<file path="src/hw/rtl/stsp_pkg.sv">
`timescale 1ns / 1ps
`default_nettype none

package stsp_pkg;

	// scanner states
	localparam logic [2:0] ST_SKIP    = 3'd0;
	localparam logic [2:0] ST_SLASH   = 3'd1;
	localparam logic [2:0] ST_COMMENT = 3'd2;
	localparam logic [2:0] ST_QUOTE   = 3'd3;
	localparam logic [2:0] ST_QBACK   = 3'd4;
	localparam logic [2:0] ST_WORD    = 3'd5;

	// token kinds
	localparam logic [1:0] KIND_WORD  = 2'd0;
	localparam logic [1:0] KIND_QUOTE = 2'd1;
	localparam logic [1:0] KIND_DELIM = 2'd2;

	// characters
	localparam logic [7:0] CH_NUL    = 8'h00;
	localparam logic [7:0] CH_NL     = 8'h0A;
	localparam logic [7:0] CH_SPACE  = 8'h20;
	localparam logic [7:0] CH_DQUOTE = 8'h22;
	localparam logic [7:0] CH_APOS   = 8'h27;
	localparam logic [7:0] CH_LPAR   = 8'h28;
	localparam logic [7:0] CH_RPAR   = 8'h29;
	localparam logic [7:0] CH_COMMA  = 8'h2C;
	localparam logic [7:0] CH_SLASH  = 8'h2F;
	localparam logic [7:0] CH_BSLASH = 8'h5C;
	localparam logic [7:0] CH_LBRACE = 8'h7B;
	localparam logic [7:0] CH_RBRACE = 8'h7D;

	localparam int MAX_RES = 3;

	typedef struct packed {
		logic [7:0] token_byte;
		logic       has_byte;
		logic       token_end;
		logic [1:0] token_kind;
		logic       stream_end;
		logic       last;
	} res_t;

	// all results caused by one input byte
	typedef struct packed {
		res_t [MAX_RES-1:0] r;
		logic [1:0]         cnt;
	} ent_t;

	function automatic logic is_delim(input logic [7:0] c);
		return c inside {CH_LBRACE, CH_RBRACE, CH_LPAR, CH_RPAR, CH_APOS, CH_COMMA};
	endfunction

	function automatic res_t mk_res(input logic [7:0] b, input logic has, input logic fin,
		input logic [1:0] kind, input logic send);
		res_t r;
		r.token_byte = b;
		r.has_byte   = has;
		r.token_end  = fin;
		r.token_kind = kind;
		r.stream_end = send;
		r.last       = 1'b0;
		return r;
	endfunction

endpackage

`default_nettype wire

</file>
<file path="src/hw/rtl/stsp_front.sv">
`timescale 1ns / 1ps
`default_nettype none

module stsp_front (
	input  wire logic              clk,
	input  wire logic              arst_n,
	input  wire logic [7:0]        text_byte,
	input  wire logic              push,
	input  wire logic              q_full,
	output stsp_pkg::ent_t         q_wdata,
	output logic                   q_wr
);

	logic [2:0]     state_q;
	logic [2:0]     nxt;
	logic [2:0]     eff;
	logic           done;
	logic [1:0]     n;
	stsp_pkg::ent_t ent;
	logic           acc;

	assign acc = push && !q_full;

	always_comb begin
		ent  = '0;
		n    = '0;
		nxt  = state_q;
		eff  = state_q;
		done = 1'b0;

		// first step: states that carry a held byte
		if (state_q == stsp_pkg::ST_SLASH) begin
			if (text_byte == stsp_pkg::CH_SLASH) begin
				nxt  = stsp_pkg::ST_COMMENT;
				done = 1'b1;
			end else begin
				ent.r[n] = stsp_pkg::mk_res(stsp_pkg::CH_SLASH, 1'b1, 1'b0,
					stsp_pkg::KIND_WORD, 1'b0);
				n   = n + 2'd1;
				eff = stsp_pkg::ST_WORD;
			end
		end else if (state_q == stsp_pkg::ST_QBACK) begin
			if (text_byte == stsp_pkg::CH_DQUOTE) begin
				ent.r[n] = stsp_pkg::mk_res(stsp_pkg::CH_DQUOTE, 1'b1, 1'b0,
					stsp_pkg::KIND_QUOTE, 1'b0);
				n    = n + 2'd1;
				nxt  = stsp_pkg::ST_QUOTE;
				done = 1'b1;
			end else begin
				ent.r[n] = stsp_pkg::mk_res(stsp_pkg::CH_BSLASH, 1'b1, 1'b0,
					stsp_pkg::KIND_QUOTE, 1'b0);
				n   = n + 2'd1;
				eff = stsp_pkg::ST_QUOTE;
			end
		end

		if (!done) begin
			case (eff)
				stsp_pkg::ST_COMMENT: begin
					if (text_byte == stsp_pkg::CH_NUL) begin
						ent.r[n] = stsp_pkg::mk_res('0, 1'b0, 1'b0, stsp_pkg::KIND_WORD, 1'b1);
						n   = n + 2'd1;
						nxt = stsp_pkg::ST_SKIP;
					end else if (text_byte == stsp_pkg::CH_NL) begin
						nxt = stsp_pkg::ST_SKIP;
					end
				end
				stsp_pkg::ST_QUOTE: begin
					if (text_byte == stsp_pkg::CH_NUL) begin
						ent.r[n] = stsp_pkg::mk_res('0, 1'b0, 1'b1, stsp_pkg::KIND_QUOTE, 1'b0);
						n = n + 2'd1;
						ent.r[n] = stsp_pkg::mk_res('0, 1'b0, 1'b0, stsp_pkg::KIND_WORD, 1'b1);
						n   = n + 2'd1;
						nxt = stsp_pkg::ST_SKIP;
					end else if (text_byte == stsp_pkg::CH_BSLASH) begin
						nxt = stsp_pkg::ST_QBACK;
					end else if (text_byte == stsp_pkg::CH_DQUOTE) begin
						ent.r[n] = stsp_pkg::mk_res('0, 1'b0, 1'b1, stsp_pkg::KIND_QUOTE, 1'b0);
						n   = n + 2'd1;
						nxt = stsp_pkg::ST_SKIP;
					end else begin
						ent.r[n] = stsp_pkg::mk_res(text_byte, 1'b1, 1'b0,
							stsp_pkg::KIND_QUOTE, 1'b0);
						n   = n + 2'd1;
						nxt = stsp_pkg::ST_QUOTE;
					end
				end
				stsp_pkg::ST_WORD: begin
					if (text_byte == stsp_pkg::CH_NUL) begin
						ent.r[n] = stsp_pkg::mk_res('0, 1'b0, 1'b1, stsp_pkg::KIND_WORD, 1'b0);
						n = n + 2'd1;
						ent.r[n] = stsp_pkg::mk_res('0, 1'b0, 1'b0, stsp_pkg::KIND_WORD, 1'b1);
						n   = n + 2'd1;
						nxt = stsp_pkg::ST_SKIP;
					end else if (text_byte <= stsp_pkg::CH_SPACE) begin
						ent.r[n] = stsp_pkg::mk_res('0, 1'b0, 1'b1, stsp_pkg::KIND_WORD, 1'b0);
						n   = n + 2'd1;
						nxt = stsp_pkg::ST_SKIP;
					end else if (stsp_pkg::is_delim(text_byte)) begin
						ent.r[n] = stsp_pkg::mk_res('0, 1'b0, 1'b1, stsp_pkg::KIND_WORD, 1'b0);
						n = n + 2'd1;
						ent.r[n] = stsp_pkg::mk_res(text_byte, 1'b1, 1'b1,
							stsp_pkg::KIND_DELIM, 1'b0);
						n   = n + 2'd1;
						nxt = stsp_pkg::ST_SKIP;
					end else begin
						ent.r[n] = stsp_pkg::mk_res(text_byte, 1'b1, 1'b0,
							stsp_pkg::KIND_WORD, 1'b0);
						n   = n + 2'd1;
						nxt = stsp_pkg::ST_WORD;
					end
				end
				default: begin
					nxt = stsp_pkg::ST_SKIP;
					if (text_byte == stsp_pkg::CH_NUL) begin
						ent.r[n] = stsp_pkg::mk_res('0, 1'b0, 1'b0, stsp_pkg::KIND_WORD, 1'b1);
						n = n + 2'd1;
					end else if (text_byte <= stsp_pkg::CH_SPACE) begin
						nxt = stsp_pkg::ST_SKIP;
					end else if (text_byte == stsp_pkg::CH_SLASH) begin
						nxt = stsp_pkg::ST_SLASH;
					end else if (text_byte == stsp_pkg::CH_DQUOTE) begin
						nxt = stsp_pkg::ST_QUOTE;
					end else if (stsp_pkg::is_delim(text_byte)) begin
						ent.r[n] = stsp_pkg::mk_res(text_byte, 1'b1, 1'b1,
							stsp_pkg::KIND_DELIM, 1'b0);
						n = n + 2'd1;
					end else begin
						ent.r[n] = stsp_pkg::mk_res(text_byte, 1'b1, 1'b0,
							stsp_pkg::KIND_WORD, 1'b0);
						n   = n + 2'd1;
						nxt = stsp_pkg::ST_WORD;
					end
				end
			endcase
		end

		if (n != 2'd0) begin
			ent.r[n - 2'd1].last = 1'b1;
		end
		ent.cnt = n;
	end

	// bytes that cause no result are dropped here
	assign q_wdata = ent;
	assign q_wr    = acc && (n != 2'd0);

	always_ff @(posedge clk or negedge arst_n) begin
		if (!arst_n) begin
			state_q <= stsp_pkg::ST_SKIP;
		end else if (acc) begin
			state_q <= nxt;
		end
	end

`ifndef SYNTH
	a_nul_to_skip: assert property (@(posedge clk) disable iff (!arst_n)
		acc && (text_byte == stsp_pkg::CH_NUL) |=> state_q == stsp_pkg::ST_SKIP)
		else $error("scanner not idle after end of data");
	a_nul_has_send: assert property (@(posedge clk) disable iff (!arst_n)
		acc && (text_byte == stsp_pkg::CH_NUL) |-> q_wr && ent.r[n - 2'd1].stream_end)
		else $error("end of data gave no stream-end word");
`endif

endmodule

`default_nettype wire

</file>
<file path="src/hw/rtl/stsp_fifo.sv">
`timescale 1ns / 1ps
`default_nettype none

module stsp_fifo #(
	parameter int DEPTH = 4
) (
	input  wire logic           clk,
	input  wire logic           arst_n,
	input  wire logic           wr,
	input  wire stsp_pkg::ent_t wdata,
	output logic                full,
	input  wire logic           rd,
	output stsp_pkg::ent_t      rdata,
	output logic                nonempty
);

	localparam int AW = (DEPTH > 1) ? $clog2(DEPTH) : 1;
	localparam int CW = $clog2(DEPTH + 1);

	stsp_pkg::ent_t mem_q [DEPTH];
	logic [AW-1:0]  wr_ptr_q;
	logic [AW-1:0]  rd_ptr_q;
	logic [CW-1:0]  count_q;

	assign full     = count_q == CW'(DEPTH);
	assign nonempty = count_q != '0;
	assign rdata    = mem_q[rd_ptr_q];

	function automatic logic [AW-1:0] inc(input logic [AW-1:0] p);
		return (p == AW'(DEPTH - 1)) ? '0 : p + AW'(1);
	endfunction

	always_ff @(posedge clk) begin
		if (wr) begin
			mem_q[wr_ptr_q] <= wdata;
		end
	end

	always_ff @(posedge clk or negedge arst_n) begin
		if (!arst_n) begin
			wr_ptr_q <= '0;
			rd_ptr_q <= '0;
			count_q  <= '0;
		end else begin
			if (wr) begin
				wr_ptr_q <= inc(wr_ptr_q);
			end
			if (rd) begin
				rd_ptr_q <= inc(rd_ptr_q);
			end
			if (wr && !rd) begin
				count_q <= count_q + CW'(1);
			end else if (rd && !wr) begin
				count_q <= count_q - CW'(1);
			end
		end
	end

`ifndef SYNTH
	a_no_underrun: assert property (@(posedge clk) disable iff (!arst_n)
		rd |-> nonempty)
		else $error("read from empty queue");
	a_count_bound: assert property (@(posedge clk) disable iff (!arst_n)
		count_q <= CW'(DEPTH))
		else $error("queue count out of range");
`endif

endmodule

`default_nettype wire

</file>
<file path="src/hw/rtl/stsp_back.sv">
`timescale 1ns / 1ps
`default_nettype none

module stsp_back (
	input  wire logic           clk,
	input  wire logic           arst_n,
	input  wire stsp_pkg::ent_t q_rdata,
	input  wire logic           q_nonempty,
	output logic                q_rd,
	output stsp_pkg::res_t      out_data,
	output logic                empty,
	input  wire logic           pop
);

	logic [1:0]     idx_q;
	logic           ovalid_q;
	stsp_pkg::res_t out_q;
	logic           load;
	logic           at_end;

	assign load   = q_nonempty && (!ovalid_q || pop);
	assign at_end = idx_q == (q_rdata.cnt - 2'd1);
	assign q_rd   = load && at_end;

	assign out_data = out_q;
	assign empty    = !ovalid_q;

	always_ff @(posedge clk) begin
		if (load) begin
			out_q <= q_rdata.r[idx_q];
		end
	end

	always_ff @(posedge clk or negedge arst_n) begin
		if (!arst_n) begin
			idx_q    <= '0;
			ovalid_q <= 1'b0;
		end else begin
			if (load) begin
				ovalid_q <= 1'b1;
				idx_q    <= at_end ? 2'd0 : idx_q + 2'd1;
			end else if (pop) begin
				ovalid_q <= 1'b0;
			end
		end
	end

`ifndef SYNTH
	a_idx_in_entry: assert property (@(posedge clk) disable iff (!arst_n)
		q_nonempty |-> idx_q < q_rdata.cnt)
		else $error("result index beyond queued entry");
`endif

endmodule

`default_nettype wire

</file>
<file path="src/hw/rtl/script_token_splitter.sv">
`timescale 1ns / 1ps
`default_nettype none

// Script tokenizer: text bytes in, token bytes and markers out.
// Input queue side: drive text_byte with push; the byte is taken on a clock
// edge where push is high and full is low. A zero byte ends the data.
// Output queue side: while empty is low, token_byte/has_byte/token_end/
// token_kind/stream_end/last show the oldest result; pop on an edge with
// empty low takes it. last flags the final result of one input byte.
// Each input byte gives zero to three results. The scanner decides all of
// them in the cycle the byte is taken and writes them as one entry into a
// DEPTH-entry queue; the output stage hands them out one per cycle while pop
// is high. A result passes through the queue and the output register before
// it shows on the ports. Throughput: one byte per cycle while bytes give at
// most one result each and pop stays high; otherwise the output stage sets
// the pace, and full rises once the queue fills.
// When the receiver holds pop low the output register holds its word and
// the queue absorbs further entries until full.
// Reset clears the scanner to skipping whitespace and empties the queue and
// the output register.
module script_token_splitter #(
	parameter int DEPTH = 4
) (
	input  wire logic       clk,
	input  wire logic       arst_n,
	input  wire logic [7:0] text_byte,
	input  wire logic       push,
	output logic            full,
	output logic [7:0]      token_byte,
	output logic            has_byte,
	output logic            token_end,
	output logic [1:0]      token_kind,
	output logic            stream_end,
	output logic            last,
	output logic            empty,
	input  wire logic       pop
);

	stsp_pkg::ent_t q_wdata;
	stsp_pkg::ent_t q_rdata;
	stsp_pkg::res_t out_data;
	logic           q_wr;
	logic           q_rd;
	logic           q_nonempty;

	stsp_front u_front (
		.clk       (clk),
		.arst_n    (arst_n),
		.text_byte (text_byte),
		.push      (push),
		.q_full    (full),
		.q_wdata   (q_wdata),
		.q_wr      (q_wr)
	);

	stsp_fifo #(
		.DEPTH (DEPTH)
	) u_fifo (
		.clk      (clk),
		.arst_n   (arst_n),
		.wr       (q_wr),
		.wdata    (q_wdata),
		.full     (full),
		.rd       (q_rd),
		.rdata    (q_rdata),
		.nonempty (q_nonempty)
	);

	stsp_back u_back (
		.clk        (clk),
		.arst_n     (arst_n),
		.q_rdata    (q_rdata),
		.q_nonempty (q_nonempty),
		.q_rd       (q_rd),
		.out_data   (out_data),
		.empty      (empty),
		.pop        (pop)
	);

	assign token_byte = out_data.token_byte;
	assign has_byte   = out_data.has_byte;
	assign token_end  = out_data.token_end;
	assign token_kind = out_data.token_kind;
	assign stream_end = out_data.stream_end;
	assign last       = out_data.last;

endmodule

`default_nettype wire

</file>
<file path="config.mk">
export PLATFORM = sky130hd
export DESIGN_NAME = script_token_splitter
export DESIGN_NICKNAME = d
export VERILOG_FILES = /design/src/hw/rtl/stsp_pkg.sv /design/src/hw/rtl/stsp_front.sv /design/src/hw/rtl/stsp_fifo.sv /design/src/hw/rtl/stsp_back.sv /design/src/hw/rtl/script_token_splitter.sv
export SDC_FILE = /design/constraint.sdc
export NUM_CORES = 1
export LEC_CHECK = 0
export BUFFER_PORTS_ARGS = -buffer_cell sky130_fd_sc_hd__buf_4
export CAP_MARGIN = 20
export CORE_UTILIZATION = 27
export CTS_BUF_LIST = sky130_fd_sc_hd__clkbuf_4 sky130_fd_sc_hd__clkbuf_8 sky130_fd_sc_hd__clkbuf_16
export DETAILED_ROUTE_END_ITERATION = 12
export GPL_TIMING_DRIVEN = 0
export HOLD_SLACK_MARGIN = 0.02
export PLACE_DENSITY = 0.49
export SYNTH_ARGS = -nofsm -noshare
export SYNTH_HDL_FRONTEND = slang
export SYNTH_SLANG_ARGS = --single-unit
</file>
<file path="constraint.sdc">
create_clock -name clk -period 4.2 [get_ports clk]
set_input_delay 0.21 -clock clk [delete_from_list [all_inputs] [get_ports clk]]
set_output_delay 0.21 -clock clk [all_outputs]
set_load 0.02 [all_outputs]
</file>
Yosys cells after proc, flatten, opt, wreduce, memory -nomap -nowiden
Memory sizes are Yosys's and may differ from the RTL's.
Index checks and enable logic that the tools add are counted.
{ "classes": {"n_addsub": 9, "n_lt_le_gt_ge": 8, "n_eq_ne": 19, "mux": 82, "bitwise_logic": 14, "n_reduce_logical": 20} }
{ "ops": {"columns": ["cell", "n"], "rows": [
  ["42-bit 2-to-1 mux", 14],
  ["42-bit bitwise mux", 5],
  ["42-bit one-hot mux with 3 select lines", 1],
  ["39-bit inverter", 3],
  ["14-bit demux with 2-bit select", 3],
  ["13-bit by 39-bit bitwise AND with 39-bit output", 2],
  ["39-bit bitwise AND", 2],
  ["14-bit 2-to-1 mux", 5],
  ["3-bit 2-to-1 mux", 22],
  ["8-bit by 6-bit equality test with 1-bit output, second input constant", 6],
  ["12-bit by 36-bit bitwise AND with 36-bit output", 1],
  ["36-bit inverter", 1],
  ["2-bit 2-to-1 mux", 16],
  ["14-bit binary-select mux with 2-bit select", 1],
  ["8-bit by 7-bit equality test with 1-bit output, second input constant", 3],
  ["13-bit 2-to-1 mux", 1],
  ["2-bit by 3-bit < comparator with 1-bit output, second input constant", 4],
  ["12-bit 2-to-1 mux", 1],
  ["1-bit 2-to-1 mux", 11],
  ["2-bit by 1-bit adder with 2-bit output, second input constant", 5],
  ["3-bit equality test, second input constant", 3],
  ["1-bit logical AND", 9],
  ["3-bit one-hot mux with 3 select lines", 1],
  ["8-bit by 4-bit equality test with 1-bit output, second input constant", 1],
  ["19 further kinds", 31]
]} }
{ "totals": {"ff_bits": 27, "ram_bits": 176, "inputBits": 12, "output_inout_bits": 16, "elab_cells": 165, "n_memories": 1} }
{ "mem_list": {"columns": ["name", "words", "word_bits", "read_ports", "rd_clocked_by_memory_dff", "wr", "line", "text"], "rows": [
  ["u_fifo.mem_q", 4, 44, 1, 0, 1, "stsp_fifo.sv:20", "stsp_pkg::ent_t mem_q [DEPTH];"]
]} }

Depth between registers and ports, before layout
{ "logic_depth": {"depth_word": 17, "mapped_depth": 19, "mapped_depth_nobuf": 17} }

Cells and area by module
Synthesis repeated with hierarchy kept, for this count alone.
{ "hier_totals": {"hier_cells": 593, "hier_area_um2": 9330.2} }
{ "modules_own_cells": {"columns": ["mod", "instances", "cells_each", "area_each_um2", "seq_area_each_um2"], "rows": [
  ["stsp_fifo", 1, 267, 6826.5, 5460.2],
  ["stsp_front", 1, 242, 1579.0, 75.1],
  ["stsp_back", 1, 84, 924.6, 495.5]
]} }

Least setup slack after synthesis
No wires, ideal clock.
{ "synth_timing": {"path_kind": "register -> register", "start": "register u_front.state_q[0]", "end": "memory u_fifo.mem_q[1][0] (netlist bit) (enable)", "setup_ps": 402, "arrival_time_ps": 3683, "required_ps": 3798, "slack_ps": 115, "stages_incl_launch_ff": 13, "path_buffers": 1, "period_less_slack_ps": 4085, "cell_sequence": "dfrtp_1 > buf_4 > nor3b_1 > o21ai_4 > nand2_1 > clkinv_1 > ha_1 > a211oi_1 > a211oi_1 > o221ai_1 > a31oi_4 > a21oi_4 > and2_1"} }
{ "synth_via": {"elab_chain_len": 14, "elab_cells_between_ends": 31, "cone_classes": "add/sub: 2; eq/ne: 5; mux: 22; reduce/logical: 2"} }
{ "synth_lines": {"columns": ["item", "line", "text"], "rows": [
  ["start, declared", "stsp_front.sv:14", "logic [2:0] state_q;"],
  ["start signal, assigned", "stsp_front.sv:150", "state_q <= stsp_pkg::ST_SKIP;"],
  ["start signal, assigned", "stsp_front.sv:152", "state_q <= nxt;"],
  ["3-bit equality test", "stsp_front.sv:42", "end else if (state_q == stsp_pkg::ST_QBACK) begin"],
  ["1-bit 2-to-1 mux", "stsp_front.sv:42", null],
  ["2-bit 2-to-1 mux", "stsp_front.sv:32", "if (state_q == stsp_pkg::ST_SLASH) begin"],
  ["2-bit by 1-bit adder with 2-bit output", null, null],
  ["2-bit by 1-bit adder with 2-bit output / 2-bit 2-to-1 mux (equally long branches)", null, null],
  ["2-bit 2-to-1 mux, on equally long branches", "stsp_front.sv:99, stsp_front.sv:120", null],
  ["2-bit 2-to-1 mux, on equally long branches", "stsp_front.sv:95, stsp_front.sv:118", null],
  ["2-bit 2-to-1 mux, on equally long branches", "stsp_front.sv:89, stsp_front.sv:115", null],
  ["2-bit one-hot mux with 3 select lines", "stsp_front.sv:58", "case (eff)"],
  ["2-bit 2-to-1 mux *", "stsp_front.sv:57", "if (!done) begin"],
  ["2-bit nonzero test *", "stsp_front.sv:146", "assign q_wr = acc && (n != 2'd0);"],
  ["1-bit logical AND *", "stsp_front.sv:146", null],
  ["net q_wr", "script_token_splitter.sv:42", "logic q_wr;"],
  ["1-bit 2-to-1 mux *", "stsp_fifo.sv:34", "if (wr) begin"],
  ["1-bit 2-to-1 mux (implied by the code) *", "stsp_fifo.sv:35", "mem_q[wr_ptr_q] <= wdata;"],
  ["end, declared", "stsp_fifo.sv:20", null]
]} }
Mark *: on every way through the listed nets, which the timed path passes. The rest lies on a longest branch.

Worst setup path in the final report
{ "layout_timing": {"start": "register u_front.state_q[1]", "end": "register u_fifo.count_q[2]"} }
{ "layout_via": {"elab_chain_len": 15, "elab_cells_between_ends": 34, "cone_classes": "add/sub: 2; eq/ne: 5; mux: 21; reduce/logical: 6"} }
{ "layout_lines": {"columns": ["item", "line", "text"], "rows": [
  ["3-bit equality test", "stsp_front.sv:42", null],
  ["1-bit 2-to-1 mux", "stsp_front.sv:42", null],
  ["2-bit 2-to-1 mux", "stsp_front.sv:32", null],
  ["2-bit by 1-bit adder with 2-bit output", null, null],
  ["2-bit by 1-bit adder with 2-bit output / 2-bit 2-to-1 mux (equally long branches)", null, null],
  ["2-bit 2-to-1 mux, on equally long branches", "stsp_front.sv:99, stsp_front.sv:120", null],
  ["2-bit 2-to-1 mux, on equally long branches", "stsp_front.sv:95, stsp_front.sv:118", null],
  ["2-bit 2-to-1 mux, on equally long branches", "stsp_front.sv:89, stsp_front.sv:115", null],
  ["2-bit one-hot mux with 3 select lines", "stsp_front.sv:58", null],
  ["2-bit 2-to-1 mux *", "stsp_front.sv:57", null],
  ["2-bit nonzero test *", "stsp_front.sv:146", null],
  ["1-bit logical AND *", "stsp_front.sv:146", null],
  ["net q_wr", "script_token_splitter.sv:42", null],
  ["1-bit zero test", "stsp_fifo.sv:53", "end else if (rd && !wr) begin"],
  ["1-bit logical AND", "stsp_fifo.sv:53", null],
  ["2-bit nonzero test (no line)", null, null],
  ["end signal, assigned", "stsp_fifo.sv:52", "count_q <= count_q + CW'(1);"],
  ["end signal, assigned", "stsp_fifo.sv:54", "count_q <= count_q - CW'(1);"],
  ["end, declared", "stsp_fifo.sv:23", "logic [CW-1:0] count_q;"]
]} }
Marked as above.
A chain may end at the register's enable or synchronous reset.

==> metrics.csv <==
metric,value,unit
totalPowerFinal,8.06,mW
setup_viol,0,
die_h,183,um
cp.arrival,4.22,ns
crit_slowest_cell,fa_1,
grt_max_degree,32,
dr_total_vias,5224,
io_pins,28,
fin_area,10300,sq um
critPathMaxStageDelay,0.44,ns
min_path_type,in -> async,
fmax,258,MHz
cts_sinks,191,
start_util,0.277,
grt_first_pass_wirelength,32.7,mm
grt_usage,0.134,
end_kind,flop,
hold_viol_final,0,
synth_ff_type,edfxtp_1,
cts_root_buf,clkbuf_16,
path_class,reg -> reg,
cts_setup_buffers,0,
postSynthAreaPerCell,15.4,sq um
clockBufferDepth,2,
io_buffers,23,
seq_area_frac_synth,0.644,
synth_area_leaders,"edfxtp_1 61%, mux4_2 10%, dfrtp_1 3.7%",
final_net_count,654,
synth-edff-count,178,
wl,21.6,mm
worst_slew_pin_slew,1.00,ns
outcome,"complete, no violations",
detail-route-antenna-nets,0,
crit_chain,clkbuf_2 > inv_2 > nand3_4 > nand2_4 > ha_1 > o21ai_0 > a311oi_1 > o21ai_0 > a41o_2 > a21oi_4 > ha_1 > inv_1 > fa_1 > xor2_1 > nor2_1 > xor2_1,
grt.overflow.total,0,
maxCapViolCount,0,
antenna_found_initial,0,
cts_made_buffers,17,
placed_cell_area,9630,sq um
yosysWarnings,0,
rsz0062_at_grt,no,
crit_path_start_kind,flop,
rr_startpoint,u_front.state_q[1],
gp_congestion,0.863,
netlist_instances,571,
synth.distinct_cells,71,
dr.pass1.iters,5,
path_delay_family,compound AO/OA/AOI/OAI gates,
wl_per_cell,20.1,um
synth-seq-cells,191,
cts_tree,done,
p_leak,3.50,nW
htree_levels,4,
diodes,0,
skew,0.0120,ns
yosysTopAreaCell,edfxtp_1,
vdd_drop_max,310,uV
dieArea,33300,sq um
drcViolationCount,0,
synthesis.area,8800,sq um
synth_top_area_frac,0.607,
fp.coreArea,31800,sq um
crit_buf_inv,3,
clk_pin_slew,0.08,ns
period_needed,3.88,ns
relSlewSlack,0.333,
period_share,0.923,
hpwl,14.9,mm
required,4.55,ns
drive_above_1_share,0.234,
num_rows,65,
startpoint,u_front.state_q[1],
path_max_fanout,10,
drtIter0Drc,433,
hold_ws,0.178,ns
area_growth,17.2,%
grt_pass1_vias,5294,
power.density,782,nW/um^2
dieWidth,183,um
ys_async_sr_fraction,0.0681,
insertion_delay,0.43,ns
drv_slew,0,
via_per_inst,4.87,
==> power by group <==
group / total (mW) / switching (mW) / leakage (nW) / internal (mW)
clock network: 1.63 / 0.815 / 0.299 / 0.818
registers: 3.12 / 0.150 / 1.80 / 2.97
logic: 3.31 / 2.06 / 1.40 / 1.26
total: 8.06 / 3.02 / 3.50 / 5.04
==> per-layer routing <==
layer,part of all wire,global-route usage,up-vias
met4,0.011,0.0343,0
met1,0.47,0.183,2728
met5,0,0,-
met3,0.038,0.0235,14
li1,-,-,2351
met2,0.48,0.219,131
==> synth_stat cells (all sizes together) (15+ instances only) <==
cell type / number
nor2: 21
ha: 17
edfxtp: 178
buf: 16
and2: 18
clkbuf: 15
a21oi: 24
o21ai: 36
inv: 17
nand2: 38
mux4: 41
==> path summary, 6_finish.rpt <==
kind / end / cells past startpoint / slack, ns
worst max-delay path: u_fifo.count_q[2] / 16 / 0.32
worst min-delay path: u_fifo.wr_ptr_q[0] / 2 / 0.18
worst max register to register: u_fifo.count_q[2] / 16 / 0.32
worst min register to register: u_fifo.count_q[2] / 1 / 0.50
max in group asynchronous: u_fifo.rd_ptr_q[1] / 2 / 3.83
min in group clk: u_front.state_q[2] / 3 / 0.22
==> cell usage in the layout, fill, tap and decap left out, types with 13 or more instances in the layout <==
master / count
a21oi_1: 20
and2_1: 14
buf_4: 24
clkbuf_1: 14
clkbuf_16: 17
dfrtp_1: 13
edfxtp_1: 178
ha_1: 17
inv_1: 16
mux2i_1: 13
mux4_2: 41
nand2_1: 37
nor2_1: 21
o21ai_0: 34
==> registers in the layout, indices dropped and copies added (netlist names) <==
register	cells
u_fifo.mem_q	164
u_back.out_data	14
u_fifo.count_q	3
u_front.state_q	3
u_back.idx_q	2
u_fifo.rd_ptr_q	2
u_fifo.wr_ptr_q	2
u_back.ovalid_q	1
==> per-stage QoR <==
step	util	worst slack (ns)	cells	setup TNS, ns
3_3_place_gp	0.300	-1.76	1032	-253.82
6_report	0.324	0.323	1072	0
2_1_floorplan	-	0.115	574	0
3_5_place_dp	0.303	-0.712	1037	-68.77
4_1_cts	0.324	0.0628	1071	0
5_1_grt	0.324	0.102	1072	0
==> worst register-to-register path, stage by stage (launching register included) <==
cell and delay (ns):
dfrtp_1 0.43, clkbuf_2 0.26, inv_2 0.11, nand3_4 0.18
nand2_4 0.15, ha_1 0.33, o21ai_0 0.15, a311oi_1 0.30
o21ai_0 0.12, a41o_2 0.32, a21oi_4 0.24, ha_1 0.24
inv_1 0.08, fa_1 0.44, xor2_1 0.18, nor2_1 0.11
xor2_1 0.16
==> timing repair <==
item	CTS	global route
gates resized for setup	6	5
hold buffers	2	0
endpoints found under the hold margin	14	0
setup endpoints to repair	167	2
==> cells by family after synthesis <==
| family | Yosys count | share of synthesized area |
|---|---|---|
| DFF | 191 | 0.644 |
| and+or+nand+nor | 133 | 0.0816 |
| AOI/OAI and AO/OA | 114 | 0.0894 |
| muxes | 59 | 0.127 |
| buffers and inverters | 49 | 0.0252 |
| adders and majority gates | 18 | 0.0264 |
| xor gates and xnor gates | 6 | 0.00597 |
| other | 1 | 0.000426 |
==> cell type report <==
cell class                      instances  area (sq um)
Inverter                               18          70.1
Tap cell                              435           544
Clock inverter                         15           188
Buffer                                 31           155
Fill cell                            3128         21500
Multi-Input combinational cell        334          2960
Timing Repair Buffer                   31           303
Clock buffer                           17           425
Sequential cell                       191          5670
(Power assumes the default switching activity.)
